===== config.mk =====
export PLATFORM = sky130hd
export DESIGN_NAME = color_tolerance_match_counter_unit
export DESIGN_NICKNAME = d
export VERILOG_FILES = /design/src/design/ctm_pkg.sv /design/src/design/ctm_stride.sv /design/src/design/ctm_scan.sv /design/src/design/ctm_match.sv /design/src/design/color_tolerance_match_counter_unit.sv
export SDC_FILE = /design/constraint.sdc
export NUM_CORES = 2
export LEC_CHECK = 0
export ABC_AREA = 1
export BUFFER_PORTS_ARGS = -buffer_cell sky130_fd_sc_hd__clkbuf_2
export CAP_MARGIN = 20
export CELL_PAD_IN_SITES_DETAIL_PLACEMENT = 1
export CELL_PAD_IN_SITES_GLOBAL_PLACEMENT = 2
export CORE_MARGIN = 4
export CORE_UTILIZATION = 35
export DETAILED_ROUTE_END_ITERATION = 8
export PLACE_DENSITY = 0.91
export SYNTH_ARGS = -nofsm -noshare
export SYNTH_HDL_FRONTEND = slang
export SYNTH_SLANG_ARGS = --single-unit
export TNS_END_PERCENT = 50

===== constraint.sdc =====
create_clock -name clk -period 6.8 [get_ports clk]
set_input_delay 1.02 -clock clk [delete_from_list [all_inputs] [get_ports clk]]
set_output_delay 1.02 -clock clk [all_outputs]
set_load 0.01 [all_outputs]

===== src/design/ctm_pkg.sv =====
// Shared types, constants and a helper function for the color tolerance match counter.
`timescale 1ns / 1ps
package ctm_pkg;

  localparam int MAX_ROWS   = 4096;
  localparam int MAX_COLS   = 4096;
  localparam int NUM_COLORS = 5;

  localparam int DIM_W      = 13;
  localparam int ROW_IDX_W  = $clog2(MAX_ROWS);
  localparam int COL_IDX_W  = $clog2(MAX_COLS);
  localparam int PROD_W     = $clog2(MAX_ROWS * MAX_COLS + 1);
  localparam int STEP_W     = $clog2(PROD_W);
  localparam int STRIDE_W   = 25;
  localparam int MATCH_W    = 27;
  localparam int CH_W       = 8;
  localparam int COLOR_W    = 3 * CH_W;
  localparam int TOL_W      = 8;
  localparam int LIM_W      = TOL_W + 2;
  localparam int BUDGET_W   = 16;
  localparam int ACT_W      = 3;
  localparam int CNT_W      = $clog2(NUM_COLORS + 1);
  localparam int CFG_W      = 48;
  localparam int CFG_IDX_W  = 3;

  localparam logic [CH_W-1:0] WIDE_HI  = CH_W'(230);
  localparam logic [CH_W-1:0] WIDE_MID = CH_W'(200);

  typedef enum logic [CFG_IDX_W-1:0] {
    REG_PAIR_A  = 3'd0,
    REG_PAIR_B  = 3'd1,
    REG_LAST    = 3'd2,
    REG_ACTIVE  = 3'd3,
    REG_TOL     = 3'd4,
    REG_BUDGET  = 3'd5,
    REG_ROWS    = 3'd6,
    REG_COLS    = 3'd7
  } cfg_reg_e;

  typedef struct packed {
    logic [CH_W-1:0] red;
    logic [CH_W-1:0] green;
    logic [CH_W-1:0] blue;
  } pix_t;

  typedef struct packed {
    logic [MATCH_W-1:0]  match_count;
    logic [STRIDE_W-1:0] sample_denominator;
  } res_t;

  typedef logic [NUM_COLORS-1:0][COLOR_W-1:0] color_set_t;

  typedef struct packed {
    logic                busy;
    logic [STRIDE_W-1:0] stride;
    logic [STRIDE_W-1:0] denom;
  } stride_info_t;

  typedef struct packed {
    pix_t                pix;
    logic                sample;
    logic                last;
    logic [STRIDE_W-1:0] denom;
  } item_t;

  function automatic logic channel_ok(input logic [CH_W-1:0] refc,
                                      input logic [CH_W-1:0] pixc,
                                      input logic [TOL_W-1:0] tol);
    logic [CH_W-1:0]  diff;
    logic [LIM_W-1:0] lim;
    diff = (refc > pixc) ? refc - pixc : pixc - refc;
    if (refc > WIDE_HI) begin
      lim = {tol, 2'b00};
    end else if (refc > WIDE_MID) begin
      lim = LIM_W'(tol) + {1'b0, tol, 1'b0};
    end else begin
      lim = LIM_W'(tol);
    end
    return LIM_W'(diff) <= lim;
  endfunction

endpackage


===== src/design/ctm_stride.sv =====
// Stride and denominator engine: one multiply, then two bit-serial divisions (only the second when budget is 0).
`timescale 1ns / 1ps
module ctm_stride (
  input  logic                         clk,
  input  logic                         rst_n,
  input  logic                         restart,
  input  logic [ctm_pkg::DIM_W-1:0]    rows,
  input  logic [ctm_pkg::DIM_W-1:0]    cols,
  input  logic [ctm_pkg::BUDGET_W-1:0] budget,
  output ctm_pkg::stride_info_t        info
);

  typedef enum logic [3:0] {
    ST_IDLE = 4'b0001,
    ST_MUL  = 4'b0010,
    ST_DIV1 = 4'b0100,
    ST_DIV2 = 4'b1000
  } st_t;

  st_t                            state_r, state_nxt;
  logic [ctm_pkg::STEP_W-1:0]     cnt_r, cnt_nxt;
  logic [ctm_pkg::PROD_W-1:0]     prod_r, prod_nxt;
  logic [ctm_pkg::PROD_W-1:0]     dvd_r, dvd_nxt;
  logic [ctm_pkg::PROD_W-1:0]     quo_r, quo_nxt;
  logic [ctm_pkg::STRIDE_W-1:0]   div_r, div_nxt;
  logic [ctm_pkg::STRIDE_W-1:0]   rem_r, rem_nxt;
  logic [ctm_pkg::STRIDE_W-1:0]   stride_r, stride_nxt;
  logic [ctm_pkg::STRIDE_W-1:0]   denom_r, denom_nxt;

  logic [2*ctm_pkg::DIM_W-1:0]    mul;
  logic [ctm_pkg::STRIDE_W:0]     rem_sh;
  logic [ctm_pkg::STRIDE_W:0]     rem_sub;
  logic                           ge;
  logic [ctm_pkg::PROD_W-1:0]     step_quo;
  logic [ctm_pkg::STRIDE_W-1:0]   step_rem;
  logic                           last_step;
  logic [ctm_pkg::STRIDE_W-1:0]   q_plus;

  assign mul       = rows * cols;
  assign rem_sh    = {rem_r, dvd_r[ctm_pkg::PROD_W-1]};
  assign ge        = rem_sh >= {1'b0, div_r};
  assign rem_sub   = rem_sh - {1'b0, div_r};
  assign step_rem  = ge ? rem_sub[ctm_pkg::STRIDE_W-1:0] : rem_sh[ctm_pkg::STRIDE_W-1:0];
  assign step_quo  = {quo_r[ctm_pkg::PROD_W-2:0], ge};
  assign last_step = cnt_r == ctm_pkg::STEP_W'(ctm_pkg::PROD_W - 1);
  assign q_plus    = ctm_pkg::STRIDE_W'(step_quo) + ctm_pkg::STRIDE_W'(1);

  always_comb begin
    state_nxt  = state_r;
    cnt_nxt    = cnt_r;
    prod_nxt   = prod_r;
    dvd_nxt    = dvd_r;
    quo_nxt    = quo_r;
    div_nxt    = div_r;
    rem_nxt    = rem_r;
    stride_nxt = stride_r;
    denom_nxt  = denom_r;
    case (state_r)
      ST_IDLE: begin
      end
      ST_MUL: begin
        prod_nxt = mul[ctm_pkg::PROD_W-1:0];
        dvd_nxt  = mul[ctm_pkg::PROD_W-1:0];
        quo_nxt  = '0;
        rem_nxt  = '0;
        cnt_nxt  = '0;
        if (budget == '0) begin
          stride_nxt = ctm_pkg::STRIDE_W'(1);
          div_nxt    = ctm_pkg::STRIDE_W'(1);
          state_nxt  = ST_DIV2;
        end else begin
          div_nxt   = ctm_pkg::STRIDE_W'(budget);
          state_nxt = ST_DIV1;
        end
      end
      ST_DIV1: begin
        dvd_nxt = {dvd_r[ctm_pkg::PROD_W-2:0], 1'b0};
        quo_nxt = step_quo;
        rem_nxt = step_rem;
        cnt_nxt = cnt_r + ctm_pkg::STEP_W'(1);
        if (last_step) begin
          stride_nxt = q_plus;
          div_nxt    = q_plus;
          dvd_nxt    = prod_r;
          quo_nxt    = '0;
          rem_nxt    = '0;
          cnt_nxt    = '0;
          state_nxt  = ST_DIV2;
        end
      end
      ST_DIV2: begin
        dvd_nxt = {dvd_r[ctm_pkg::PROD_W-2:0], 1'b0};
        quo_nxt = step_quo;
        rem_nxt = step_rem;
        cnt_nxt = cnt_r + ctm_pkg::STEP_W'(1);
        if (last_step) begin
          denom_nxt = ctm_pkg::STRIDE_W'(step_quo);
          state_nxt = ST_IDLE;
        end
      end
      default: begin
        state_nxt = ST_MUL;
      end
    endcase
    if (restart) begin
      state_nxt = ST_MUL;
    end
  end

  always_ff @(posedge clk) begin
    if (!rst_n) begin
      state_r  <= ST_MUL;
      cnt_r    <= '0;
      stride_r <= ctm_pkg::STRIDE_W'(1);
      denom_r  <= '0;
    end else begin
      state_r  <= state_nxt;
      cnt_r    <= cnt_nxt;
      stride_r <= stride_nxt;
      denom_r  <= denom_nxt;
    end
  end

  always_ff @(posedge clk) begin
    prod_r <= prod_nxt;
    dvd_r  <= dvd_nxt;
    quo_r  <= quo_nxt;
    div_r  <= div_nxt;
    rem_r  <= rem_nxt;
  end

  assign info.busy   = (state_r != ST_IDLE) || restart;
  assign info.stride = stride_r;
  assign info.denom  = denom_r;

endmodule


===== src/design/ctm_scan.sv =====
// Raster position tracking, sample selection and the input request register.
`timescale 1ns / 1ps
module ctm_scan (
  input  logic                      clk,
  input  logic                      rst_n,
  input  logic                      in_valid,
  output logic                      in_ready,
  input  ctm_pkg::pix_t             in_data,
  input  logic [ctm_pkg::DIM_W-1:0] rows,
  input  logic [ctm_pkg::DIM_W-1:0] cols,
  input  ctm_pkg::stride_info_t     info,
  input  logic                      s1_go,
  output logic                      s1_valid,
  output ctm_pkg::item_t            s1_item
);

  logic [ctm_pkg::ROW_IDX_W-1:0] row_idx_r, row_idx_nxt;
  logic [ctm_pkg::COL_IDX_W-1:0] col_idx_r, col_idx_nxt;
  logic [ctm_pkg::STRIDE_W-1:0]  row_ph_r, row_ph_nxt;
  logic [ctm_pkg::STRIDE_W-1:0]  col_ph_r, col_ph_nxt;
  logic [ctm_pkg::STRIDE_W-1:0]  stride_r, stride_nxt;
  logic [ctm_pkg::STRIDE_W-1:0]  denom_r, denom_nxt;
  logic                          s1_valid_r, s1_valid_nxt;
  ctm_pkg::item_t                item_r, item_nxt;

  logic                          start;
  logic                          acc;
  logic [ctm_pkg::STRIDE_W-1:0]  stride_use;
  logic [ctm_pkg::STRIDE_W-1:0]  den_use;
  logic [ctm_pkg::STRIDE_W-1:0]  rp;
  logic [ctm_pkg::STRIDE_W-1:0]  cp;
  logic [ctm_pkg::STRIDE_W-1:0]  rp_next;
  logic [ctm_pkg::STRIDE_W-1:0]  cp_next;
  logic [ctm_pkg::STRIDE_W:0]    rp_inc;
  logic [ctm_pkg::STRIDE_W:0]    cp_inc;
  logic                          col_wrap;
  logic                          row_wrap;

  assign start      = (row_idx_r == '0) && (col_idx_r == '0);
  assign in_ready   = (!s1_valid_r || s1_go) && !(start && info.busy);
  assign acc        = in_valid && in_ready;
  assign stride_use = start ? info.stride : stride_r;
  assign den_use    = start ? info.denom : denom_r;
  assign rp         = start ? '0 : row_ph_r;
  assign cp         = start ? '0 : col_ph_r;
  assign rp_inc     = {1'b0, rp} + (ctm_pkg::STRIDE_W + 1)'(1);
  assign cp_inc     = {1'b0, cp} + (ctm_pkg::STRIDE_W + 1)'(1);
  assign rp_next    = (rp_inc >= {1'b0, stride_use}) ? '0 : rp_inc[ctm_pkg::STRIDE_W-1:0];
  assign cp_next    = (cp_inc >= {1'b0, stride_use}) ? '0 : cp_inc[ctm_pkg::STRIDE_W-1:0];
  assign col_wrap   = (ctm_pkg::DIM_W'(col_idx_r) + ctm_pkg::DIM_W'(1)) >= cols;
  assign row_wrap   = (ctm_pkg::DIM_W'(row_idx_r) + ctm_pkg::DIM_W'(1)) >= rows;

  always_comb begin
    row_idx_nxt  = row_idx_r;
    col_idx_nxt  = col_idx_r;
    row_ph_nxt   = row_ph_r;
    col_ph_nxt   = col_ph_r;
    stride_nxt   = stride_r;
    denom_nxt    = denom_r;
    item_nxt     = item_r;
    s1_valid_nxt = s1_go ? 1'b0 : s1_valid_r;
    if (acc) begin
      s1_valid_nxt    = 1'b1;
      stride_nxt      = stride_use;
      denom_nxt       = den_use;
      item_nxt.pix    = in_data;
      item_nxt.sample = (rp == '0) && (cp == '0);
      item_nxt.last   = col_wrap && row_wrap;
      item_nxt.denom  = den_use;
      if (col_wrap) begin
        col_idx_nxt = '0;
        col_ph_nxt  = '0;
        if (row_wrap) begin
          row_idx_nxt = '0;
          row_ph_nxt  = '0;
        end else begin
          row_idx_nxt = row_idx_r + ctm_pkg::ROW_IDX_W'(1);
          row_ph_nxt  = rp_next;
        end
      end else begin
        col_idx_nxt = col_idx_r + ctm_pkg::COL_IDX_W'(1);
        col_ph_nxt  = cp_next;
        row_ph_nxt  = rp;
      end
    end
  end

  always_ff @(posedge clk) begin
    if (!rst_n) begin
      row_idx_r  <= '0;
      col_idx_r  <= '0;
      row_ph_r   <= '0;
      col_ph_r   <= '0;
      stride_r   <= ctm_pkg::STRIDE_W'(1);
      denom_r    <= '0;
      s1_valid_r <= 1'b0;
    end else begin
      row_idx_r  <= row_idx_nxt;
      col_idx_r  <= col_idx_nxt;
      row_ph_r   <= row_ph_nxt;
      col_ph_r   <= col_ph_nxt;
      stride_r   <= stride_nxt;
      denom_r    <= denom_nxt;
      s1_valid_r <= s1_valid_nxt;
    end
  end

  always_ff @(posedge clk) begin
    item_r <= item_nxt;
  end

  assign s1_valid = s1_valid_r;
  assign s1_item  = item_r;

endmodule


===== src/design/ctm_match.sv =====
// Color compare, match accumulator and output register.
`timescale 1ns / 1ps
module ctm_match (
  input  logic                      clk,
  input  logic                      rst_n,
  input  logic                      s1_valid,
  input  ctm_pkg::item_t            s1_item,
  input  ctm_pkg::color_set_t       colors,
  input  logic [ctm_pkg::CNT_W-1:0] ncol,
  input  logic [ctm_pkg::TOL_W-1:0] tol,
  output logic                      s1_go,
  output logic                      out_valid,
  input  logic                      out_ready,
  output ctm_pkg::res_t             out_data
);

  localparam logic [ctm_pkg::MATCH_W-1:0] MATCH_MAX = '1;

  logic [ctm_pkg::MATCH_W-1:0]    total_r, total_nxt;
  logic                           out_valid_r, out_valid_nxt;
  ctm_pkg::res_t                  out_r, out_nxt;

  logic [ctm_pkg::NUM_COLORS-1:0] hit;
  logic [ctm_pkg::CNT_W-1:0]      hits;
  logic [ctm_pkg::MATCH_W:0]      sum;
  logic [ctm_pkg::MATCH_W-1:0]    sum_sat;
  logic [ctm_pkg::MATCH_W-1:0]    total_with;

  always_comb begin
    for (int c = 0; c < ctm_pkg::NUM_COLORS; c++) begin
      hit[c] = (ctm_pkg::CNT_W'(c) < ncol) &&
               ctm_pkg::channel_ok(colors[c][23:16], s1_item.pix.red, tol) &&
               ctm_pkg::channel_ok(colors[c][15:8], s1_item.pix.green, tol) &&
               ctm_pkg::channel_ok(colors[c][7:0], s1_item.pix.blue, tol);
    end
  end

  assign hits       = ctm_pkg::CNT_W'($countones(hit));
  assign sum        = {1'b0, total_r} + (ctm_pkg::MATCH_W + 1)'(hits);
  assign sum_sat    = sum[ctm_pkg::MATCH_W] ? MATCH_MAX : sum[ctm_pkg::MATCH_W-1:0];
  assign total_with = s1_item.sample ? sum_sat : total_r;
  assign s1_go      = s1_valid && (!s1_item.last || !out_valid_r || out_ready);

  always_comb begin
    total_nxt     = total_r;
    out_nxt       = out_r;
    out_valid_nxt = out_ready ? 1'b0 : out_valid_r;
    if (s1_go) begin
      if (s1_item.last) begin
        total_nxt                  = '0;
        out_nxt.match_count        = total_with;
        out_nxt.sample_denominator = s1_item.denom;
        out_valid_nxt              = 1'b1;
      end else begin
        total_nxt = total_with;
      end
    end
  end

  always_ff @(posedge clk) begin
    if (!rst_n) begin
      total_r     <= '0;
      out_valid_r <= 1'b0;
    end else begin
      total_r     <= total_nxt;
      out_valid_r <= out_valid_nxt;
    end
  end

  always_ff @(posedge clk) begin
    out_r <= out_nxt;
  end

  assign out_valid = out_valid_r;
  assign out_data  = out_r;

endmodule


===== src/design/color_tolerance_match_counter_unit.sv =====
// Top level of the color tolerance match counter: configuration registers and datapath.
`timescale 1ns / 1ps
// Pixels enter in raster order, one per clock while in_ready is high, and each
// passes from request to result register through an input register, then the
// color compare and the match accumulator. One result request (match count and
// denominator) follows the last pixel of each image. The stride and denominator
// come from a multiply and two bit-serial divisions (only the second when
// sample_budget is 0) that run after reset and after any write to sample_budget,
// image_rows or image_cols; only the first pixel of an image waits on that
// engine, so in steady state one pixel is taken every cycle. A stalled result
// holds the input only once the last pixel of the next image reaches the
// input register.
module color_tolerance_match_counter_unit (
  input  logic                          clk,
  input  logic                          rst_n,
  input  logic                          in_valid,
  output logic                          in_ready,
  input  ctm_pkg::pix_t                 in_data,
  output logic                          out_valid,
  input  logic                          out_ready,
  output ctm_pkg::res_t                 out_data,
  input  logic                          cfg_we,
  input  logic [ctm_pkg::CFG_IDX_W-1:0] cfg_index,
  input  logic [ctm_pkg::CFG_W-1:0]     cfg_wdata
);

  logic [2*ctm_pkg::COLOR_W-1:0] pair_a_r, pair_b_r;
  logic [ctm_pkg::COLOR_W-1:0]   last_r;
  logic [ctm_pkg::ACT_W-1:0]     active_r;
  logic [ctm_pkg::TOL_W-1:0]     tol_r;
  logic [ctm_pkg::BUDGET_W-1:0]  budget_r;
  logic [ctm_pkg::DIM_W-1:0]     rows_r, cols_r;

  logic [ctm_pkg::DIM_W-1:0]     rows_c, cols_c;
  logic [ctm_pkg::CNT_W-1:0]     ncol;
  logic                          restart;
  ctm_pkg::color_set_t           colors;
  ctm_pkg::stride_info_t         info;
  ctm_pkg::item_t                s1_item;
  logic                          s1_valid;
  logic                          s1_go;

  always_ff @(posedge clk) begin
    if (!rst_n) begin
      pair_a_r <= '0;
      pair_b_r <= '0;
      last_r   <= '0;
      active_r <= ctm_pkg::ACT_W'(1);
      tol_r    <= ctm_pkg::TOL_W'(16);
      budget_r <= '0;
      rows_r   <= ctm_pkg::DIM_W'(1);
      cols_r   <= ctm_pkg::DIM_W'(1);
    end else if (cfg_we) begin
      case (ctm_pkg::cfg_reg_e'(cfg_index))
        ctm_pkg::REG_PAIR_A: pair_a_r <= cfg_wdata[2*ctm_pkg::COLOR_W-1:0];
        ctm_pkg::REG_PAIR_B: pair_b_r <= cfg_wdata[2*ctm_pkg::COLOR_W-1:0];
        ctm_pkg::REG_LAST:   last_r   <= cfg_wdata[ctm_pkg::COLOR_W-1:0];
        ctm_pkg::REG_ACTIVE: active_r <= cfg_wdata[ctm_pkg::ACT_W-1:0];
        ctm_pkg::REG_TOL:    tol_r    <= cfg_wdata[ctm_pkg::TOL_W-1:0];
        ctm_pkg::REG_BUDGET: budget_r <= cfg_wdata[ctm_pkg::BUDGET_W-1:0];
        ctm_pkg::REG_ROWS:   rows_r   <= cfg_wdata[ctm_pkg::DIM_W-1:0];
        ctm_pkg::REG_COLS:   cols_r   <= cfg_wdata[ctm_pkg::DIM_W-1:0];
        default: begin
        end
      endcase
    end
  end

  assign restart = cfg_we &&
                   ((ctm_pkg::cfg_reg_e'(cfg_index) == ctm_pkg::REG_BUDGET) ||
                    (ctm_pkg::cfg_reg_e'(cfg_index) == ctm_pkg::REG_ROWS) ||
                    (ctm_pkg::cfg_reg_e'(cfg_index) == ctm_pkg::REG_COLS));

  // size and color count clamps; zero acts as one
  assign rows_c = (rows_r == '0) ? ctm_pkg::DIM_W'(1) :
                  (rows_r > ctm_pkg::DIM_W'(ctm_pkg::MAX_ROWS)) ?
                  ctm_pkg::DIM_W'(ctm_pkg::MAX_ROWS) : rows_r;
  assign cols_c = (cols_r == '0) ? ctm_pkg::DIM_W'(1) :
                  (cols_r > ctm_pkg::DIM_W'(ctm_pkg::MAX_COLS)) ?
                  ctm_pkg::DIM_W'(ctm_pkg::MAX_COLS) : cols_r;
  assign ncol   = (active_r == '0) ? ctm_pkg::CNT_W'(1) :
                  (ctm_pkg::CNT_W'(active_r) > ctm_pkg::CNT_W'(ctm_pkg::NUM_COLORS)) ?
                  ctm_pkg::CNT_W'(ctm_pkg::NUM_COLORS) : ctm_pkg::CNT_W'(active_r);

  assign colors = {last_r, pair_b_r, pair_a_r};

  ctm_stride u_stride (
    .clk     (clk),
    .rst_n   (rst_n),
    .restart (restart),
    .rows    (rows_c),
    .cols    (cols_c),
    .budget  (budget_r),
    .info    (info)
  );

  ctm_scan u_scan (
    .clk      (clk),
    .rst_n    (rst_n),
    .in_valid (in_valid),
    .in_ready (in_ready),
    .in_data  (in_data),
    .rows     (rows_c),
    .cols     (cols_c),
    .info     (info),
    .s1_go    (s1_go),
    .s1_valid (s1_valid),
    .s1_item  (s1_item)
  );

  ctm_match u_match (
    .clk       (clk),
    .rst_n     (rst_n),
    .s1_valid  (s1_valid),
    .s1_item   (s1_item),
    .colors    (colors),
    .ncol      (ncol),
    .tol       (tol_r),
    .s1_go     (s1_go),
    .out_valid (out_valid),
    .out_ready (out_ready),
    .out_data  (out_data)
  );

endmodule

Word-level counts from Yosys, hierarchy flattened --
Index checks and enable logic that the tools add are counted.
Cells by class: mux-type cells 88, shifts and indexed selects 0, eq/ne operators 16, $lt $le $gt $ge 73, div/mod/pow operators 0, bitwise gates (word level) 2, multipliers 1, reductions and logical operators 60, add/subtract/negate cells 45
Operator list (count):
- $mux W25 | 14
- $mux W10 | 30
- $gt A8 B8 Y1 const B | 30
- $sub A8 B8 Y8 | 30
- $le A8 B10 Y1 | 15
- $pmux W25 S3 | 2
- $gt A8 B8 Y1 | 15
- $mux W8 | 15
- $pmux W25 S2 | 2
- $mux W27 | 3
- $ge A26 B25 Y1 | 3
- $pmux W24 S3 | 1
- $add A25 B1 Y26 const B | 2
- $mux W13 | 4
- $logic_not A25 Y1 | 2
- $add A27 B3 Y28 | 1
- $add A12 B1 Y13 const B | 2
- $ge A13 B13 Y1 | 2
- $gt A13 B13 Y1 const B | 2
- $logic_not A13 Y1 | 2
- $add A25 B1 Y25 const B | 1
- $mul A13 B13 Y25 | 1
- $sub A25 B25 Y25 | 1
- $add A12 B1 Y12 const B | 2
- other kinds (40) | 103
Storage, ports and cells: output and inout port bits 54, register bits after elaboration 612, memory bits (writable) 0, input port bits 80, memories 0, latch bits 0, word-level logic and storage cells 319, ROM bits 0

Logic depth before layout (Yosys ltp) --
word-level depth 14, gate-level depth with buffers 47, mapped depth without buffers 46

By module --
Synthesis repeated with hierarchy kept, for this count alone.
Unflattened totals: cell total of the unflattened synthesis 7539, area, all modules 53159.7 µm²
By module, submodules not included:
- ctm_match | sequential area each 2122.0 µm², instances 1, area an instance 20280.7 µm², cells each 3224
- ctm_stride | sequential area each 4904.7 µm², instances 1, area an instance 15079.5 µm², cells each 1878
- ctm_scan | sequential area each 4033.9 µm², instances 1, area an instance 11322.1 µm², cells each 1601
- color_tolerance_match_counter_unit | sequential area each 3463.3 µm², instances 1, area an instance 6477.5 µm², cells each 836

Least setup slack after synthesis --
No wires, ideal clock.
kind reg-to-reg, start point register u_scan.item_r (netlist bit u_scan.s1_item[36]), end point register u_match.total_r[5] (netlist name), buffers on the path 1, arrival 6626 ps, setup time 70 ps, clock period less this slack 6696 ps, data required time 6730 ps, path slack 104 ps, cell stages (with the launch flop) 40, cell sequence edfxtp_1 inv_1 fa_1 inv_1 nor2_1 nor3_1 o21ai_0 a21oi_1 nor2_1 o21ai_2 mux2_2 ha_1 inv_1 nor2_1 nor2_1 o211ai_1 nand3_1 a221oi_1 [4 not listed] inv_1 fa_1 fa_1 inv_1 ha_1 nand3_1 nand3_1 nand2_1 nor2_1 nand3_1 nor2_2 nand2_1 nor2_2 nand2_1 buf_2 nand3_1 nand2_1 a21oi_1
Between the ends: word-level cells in the longest chain between the ends 12, elaborated cells between the ends (all ways) 43, those cells by class add/sub: 15; order compare: 10; mux: 8; reduce/logical: 10
Ends and longest elaborated chain:
- start: declaration | RTL line ctm_scan.sv:24 | ctm_pkg::item_t item_r, item_nxt;
- start signal: assignment | RTL line ctm_scan.sv:109 | item_r <= item_nxt;
- $sub A8 B8 Y8 or $gt A8 B8 Y1 (tied branches) | RTL line ctm_pkg.sv:71 | diff = (refc > pixc) ? refc - pixc : pixc - refc;
- $mux W8 | RTL line ctm_pkg.sv:71
- $le A8 B10 Y1 | RTL line ctm_pkg.sv:79 | return LIM_W'(diff) <= lim;
- $logic_and A1 B1 Y1 | RTL line ctm_match.sv:32 | ctm_pkg::channel_ok(colors[c][23:16], s1_item.pix.red, tol) &&
- $logic_and A1 B1 Y1 | RTL line ctm_match.sv:33 | ctm_pkg::channel_ok(colors[c][15:8], s1_item.pix.green, tol) &&
- $add A1 B1 Y2 (not written as such) | RTL line ctm_match.sv:38 | assign hits = ctm_pkg::CNT_W'($countones(hit));
- $add A3 B3 Y3 (not written as such) | RTL line ctm_match.sv:38
- $add A3 B1 Y3 (not written as such) * | RTL line ctm_match.sv:38
- $add A27 B3 Y28 * | RTL line ctm_match.sv:39 | assign sum = {1'b0, total_r} + (ctm_pkg::MATCH_W + 1)'(hits);
- $mux W27 * | RTL line ctm_match.sv:40 | assign sum_sat = sum[ctm_pkg::MATCH_W] ? MATCH_MAX : sum[ctm_pkg::MATCH_W-1:0];
- $mux W27 * | RTL line ctm_match.sv:41 | assign total_with = s1_item.sample ? sum_sat : total_r;
- via u_match.total_with, one bit | RTL line ctm_match.sv:27 | logic [ctm_pkg::MATCH_W-1:0] total_with;
- $mux W27 * | RTL line ctm_match.sv:49 | if (s1_item.last) begin
- end signal: assignment | RTL line ctm_match.sv:65 | total_r <= total_nxt;
- end: declaration | RTL line ctm_match.sv:19 | logic [ctm_pkg::MATCH_W-1:0] total_r, total_nxt;
Mark *: on every way through the listed nets, which the timed path passes. The rest lies on a longest branch. A chain may end at the register's enable or synchronous reset.

Worst setup path after layout --
start point register u_scan.item_r (netlist bit u_scan.s1_item[38]), end point register u_match.total_r[13] (netlist name)
The elaborated chain is that of the path after synthesis.

==> impl_summary.txt <==
----------------------------------------------------
[Synthesis]
  Synth async-reset ratio ... 0%
  Post-synthesis cell type count ... just under 70
  Post-synthesis sequential element count ... 612
  Syn avg cell area ... around 7.5 um2
  Post-Syn Instances ... about 6600
  Number of enable flip-flop cells after synthesis ... 227
  Register area share after synthesis ... between 20% and 30%
  Cell area after synthesis ... ~0.049 mm2
  Dominant synthesized flop cell ... sky130_fd_sc_hd__dfxtp_1
  Synthesized Nets ... 7340
  Number of warnings printed during yosys synthesis ... 0

[Global routing]
  Maximum number of pins on one net before global-route repair ... 193
  Total global routing track utilization ... between 20% and 30%
  Total global routing overflow ... 0
  Via count of the first global-routing pass ... around 50000
  Global-route wire length before repair ... between 200 and 300 mm
  Number of antenna violations at the first check in global routing ... 14

[Power and ir drop]
  Worst IR drop on VDD ... 0.195 mV
  Internal ... just over 0.008 W
  Switching power as a share of total power ... 36.6%
  Fraction of power consumed by sequential logic ... about 36%
  Power density cells ... ~220 mW/mm2
  Switching component of the power ... ~0.0047 W
  Overall power of the completed layout ... approximately 0.013 W
  Logic gate share of total power ... ~30%
  Leakage dissipation ... 26.9 nW
  Clock power share ... 33.3%

[Drt]
  Drt initial violations ... between 2000 and 3000
  Per-cell via count in the routed design ... between 5 and 6
  Final WL ... approximately 190 mm
  Residual antenna-violating net count after detailed routing ... 0
  Average routed wire per standard cell ... 20.7 um
  Final routed DRC violation total ... 0
  Via count ... approximately 48000
  First-pass iteration count of the detailed router ... 5

[Run status]
  Run status ... finished with violations
  Violated checks ... negative setup slack

[Worst setup path]
  Worst EP arrival ... about 7.6 ns
  Maximum net fanout on the critical path ... 4
  CP endpoint kind ... register
  RR Startpoint ... u_scan.s1_item[38]
  Startpoint of the worst setup timing path ... u_scan.s1_item[38]
  Worst path required time ... about 7.4 ns
  Crit path kind ... register to register
  CP peak stage delay ... between 0.6 and 0.7 ns
  Slowest stage cell, crit path ... sky130_fd_sc_hd__fa_2
  CP dominant cell by count ... sky130_fd_sc_hd__buf_4
  Kind of start point of the critical path ... register

[Final layout]
  # fillers ... between 15000 and 20000
  Final-stage net count ... 7836
  Final Instance Count excl. Fillers ... roughly 9000
  Post-route cell area ... about 0.06 mm2
  Fraction of final layout cells with drive strength greater than 1 ... between 10 and 15%
  Area taken by multi-input logic gates ... about 0.031 mm2
  Sequential cell area in the final layout ... approximately 0.015 mm2
  Area growth syn-to-layout ... 19.4%

[Clocking]
  Number of hold-repair buffers added at the cts stage ... 0
  Max Root-Sink Buffers ... 3
  Maximum level of the CTS H-tree ... 3
  Worst-Skew Late Latency ... around 0.70 ns
  TritonCTS buffer count ... between 70 and 80
  Buffer type at the clock tree root ... sky130_fd_sc_hd__clkbuf_16
  Clock tree from TritonCTS ... built
  Number of sinks driven by the clock tree ... 612
  Clock-pin slew of the registers on the worst-case setup and hold paths ... 0.06 ns

[Placed design]
  Area after DPL ... 0.0549 mm2
  HPWL reported at the end of detailed placement ... about 140 mm
  Placed cell count ... around 9000
  Gp weighted congestion ... 0.917
  Count of buffers from port buffering ... 133

[STA]
  Final setup violating endpoints ... 34
  Worst hold slack ... around 0.43 ns
  Max-slew violation count ... 0
  Final Critical Period ... slightly below 7 ns
  Worst Slack Setup Final ... -0.159 ns
  Slew of the pin with the lowest slew margin ... roughly 1.0 ns
  Hold Fails Final Rpt ... 0
  Unrepaired setup endpoints after global routing ... true
  Slew Limit Headroom ... 31.1%
  Peak clock frequency supported by timing ... around 140 MHz
  Fin crit share ... 102%
  Worst clock skew ... 0.0560 ns
  Setup TNS ... -2.21 ns

[Die]
  Boundary Pins ... 134
  Initial core utilization ... a little over a third
  Area of the die ... roughly 0.15 mm2
  Core outline area ... ~0.14 mm2
  Floorplan die width ... 383 um
  Vert. Die Dim ... roughly 380 um
  Count of standard-cell rows ... between 100 and 150

[Job]
  Max Cap Violations ... 0

[Hold path]
  Worst hold start ... u_scan.s1_item[2]
  Tightest Hold Check Type ... register to register

----------------------------------------------------
==> power by group through the flow <==
stage | clock network, W | registers, W | logic, W
6_report | 0.00426 | 0.00466 | 0.00388
5_1_grt | 0.00451 | 0.00470 | 0.00433
4_1_cts | 0.00435 | 0.00467 | 0.00377
3_5_place_dp | 0 | 0.00474 | 0.00374
3_3_place_gp | 0 | 0.00471 | 0.00361
2_1_floorplan | 0 | 0.00465 | 0.00257
==> cells by family (layout without fill, tap and decap cells) <==
family          after synthesis  after routing  synth area share, %
simple gates               2222           2222                 19.0
compound gates             1617           1617                 17.8
buf+inv                    1175           1732                 9.22
fa+ha+maj                   694            694                 20.0
flops                       612            612                 29.5
xor+xnor                    204            204                 3.67
mux                          42             42                0.916
other cells                   0              6                    0
==> critical path, delay by kind of cell, from the launching register on <==
family | cells | cell delay, ns
AND/OR/NAND/NOR | 19 | 1.76
AO/OA/AOI/OAI | 5 | 0.82
XOR/XNOR | 1 | 0.13
flip-flops | 1 | 0.45
buffers and inverters | 14 | 1.55
adder cells (fa/ha/maj) | 6 | 2.15
==> state kept, by name (all words and copies together), names as in the netlist, 13 cells and up <==
signal and count:
last_r 24, u_stride.denom_r 25, pair_a_r 48, rows_r 13
u_scan.col_ph_r 25, cols_r 13, u_scan.row_ph_r 25, u_stride.stride_r 25
u_stride.dvd_r 25, u_scan.denom_r 25, budget_r 16, u_stride.quo_r 24
u_stride.div_r 25, u_match.total_r 27, u_stride.rem_r 25, u_scan.stride_r 25
u_scan.s1_item 51, pair_b_r 48, u_stride.prod_r 25, u_match.out_data 52
==> placed cells by master, fill, tap and decap left out, types with 15 or more instances in the layout <==
cell and instances:
sky130_fd_sc_hd__a31oi_1 21, sky130_fd_sc_hd__nand4_1 96, sky130_fd_sc_hd__o21bai_1 23, sky130_fd_sc_hd__nand3_1 201
sky130_fd_sc_hd__xor2_1 136, sky130_fd_sc_hd__o31ai_1 26, sky130_fd_sc_hd__buf_4 468, sky130_fd_sc_hd__nand2_2 35
sky130_fd_sc_hd__fa_1 149, sky130_fd_sc_hd__inv_1 920, sky130_fd_sc_hd__nor2_2 24, sky130_fd_sc_hd__o221ai_1 18
sky130_fd_sc_hd__clkbuf_2 132, sky130_fd_sc_hd__inv_2 24, sky130_fd_sc_hd__clkinv_1 15, sky130_fd_sc_hd__mux2_2 24
sky130_fd_sc_hd__edfxtp_1 227, sky130_fd_sc_hd__a21o_1 17, sky130_fd_sc_hd__nor4_1 15, sky130_fd_sc_hd__nand2_4 19
sky130_fd_sc_hd__o21ai_1 25, sky130_fd_sc_hd__buf_6 18, sky130_fd_sc_hd__clkbuf_16 76, sky130_fd_sc_hd__nor3_1 48
sky130_fd_sc_hd__dfxtp_1 385, sky130_fd_sc_hd__nor2_1 492, sky130_fd_sc_hd__ha_1 530, sky130_fd_sc_hd__a21oi_1 732
sky130_fd_sc_hd__nand3_2 20, sky130_fd_sc_hd__o211ai_1 67, sky130_fd_sc_hd__nand2_1 1196, sky130_fd_sc_hd__xnor2_1 60
sky130_fd_sc_hd__a22oi_1 23, sky130_fd_sc_hd__o21ai_0 584
==> synth_stat cells, types with 13 or more instances <==
master | number | share of area (%)
sky130_fd_sc_hd__a31oi_1 | 21 | 0.27
sky130_fd_sc_hd__a21o_1 | 17 | 0.26
sky130_fd_sc_hd__nand2_1 | 1233 | 9.4
sky130_fd_sc_hd__fa_1 | 155 | 6.3
sky130_fd_sc_hd__nor2_1 | 505 | 3.8
sky130_fd_sc_hd__nor2_2 | 20 | 0.25
sky130_fd_sc_hd__nor4_1 | 17 | 0.22
sky130_fd_sc_hd__nor3_1 | 56 | 0.57
sky130_fd_sc_hd__o21ai_0 | 610 | 6.2
sky130_fd_sc_hd__buf_2 | 30 | 0.30
sky130_fd_sc_hd__o211ai_1 | 67 | 1.0
sky130_fd_sc_hd__a22oi_1 | 23 | 0.35
sky130_fd_sc_hd__clkbuf_1 | 164 | 1.2
sky130_fd_sc_hd__xnor2_1 | 61 | 1.1
sky130_fd_sc_hd__nand4_1 | 96 | 1.2
sky130_fd_sc_hd__nand2_2 | 16 | 0.20
sky130_fd_sc_hd__nand3b_1 | 14 | 0.21
sky130_fd_sc_hd__a21oi_1 | 744 | 7.6
sky130_fd_sc_hd__o31ai_1 | 26 | 0.40
sky130_fd_sc_hd__dfxtp_1 | 385 | 16
sky130_fd_sc_hd__mux2_2 | 25 | 0.57
sky130_fd_sc_hd__xor2_1 | 140 | 2.5
sky130_fd_sc_hd__inv_1 | 936 | 7.1
sky130_fd_sc_hd__nand3_1 | 217 | 2.2
sky130_fd_sc_hd__mux2i_1 | 17 | 0.35
sky130_fd_sc_hd__edfxtp_1 | 227 | 14
sky130_fd_sc_hd__o221ai_1 | 19 | 0.34
sky130_fd_sc_hd__o21bai_1 | 23 | 0.35
sky130_fd_sc_hd__ha_1 | 539 | 14
sky130_fd_sc_hd__o22ai_1 | 13 | 0.16
==> area by class of cell <==
cell class	count	share of cell area, %
multi-input combinational	4779	52.7
sequential	612	24.7
timing repair buffer	637	8.14
inverter	958	6.13
tap	1876	3.99
clock buffer	94	3.46
clock inverter	43	0.913
antenna	6	0.0255
==> timing repair <==
item / CTS / global route
cloned: 3 / 0
endpoints found under the setup margin: 53 / 67
resized for setup: 105 / 121
buffers inserted: 27 / 18
pin swaps: 47 / 79
==> routing by layer <==
layer	wire, um	share of wire (%)	GRT usage, %	up-vias
li1	-	-	-	22900
met3	8510	4.6	4.00	447
met4	8330	4.5	10.2	8
met2	93000	50	43.7	1067
met1	76300	41	28.6	23800
met5	47	0.025	0	-
==> worst paths after layout <==
check                   endpoint  slack, ns  depth (start not counted)
max          u_match.total_r[13]      -0.16                         45
min          u_match.out_data[2]       0.43                          0
max reg2reg  u_match.total_r[13]      -0.16                         45
min reg2reg  u_match.out_data[2]       0.43                          0
==> per-stage QoR <==
| step | worst slack [ns] | utilization, % |
|---|---|---|
| after floorplan | 0.104 | - |
| after global placement | -0.325 | 39.3 |
| after detailed placement | -0.469 | 39.3 |
| after CTS | -0.108 | 41.6 |
| after global routing | -0.519 | 42.1 |
| final | -0.159 | 42.2 |
(Power assumes the default switching activity.)
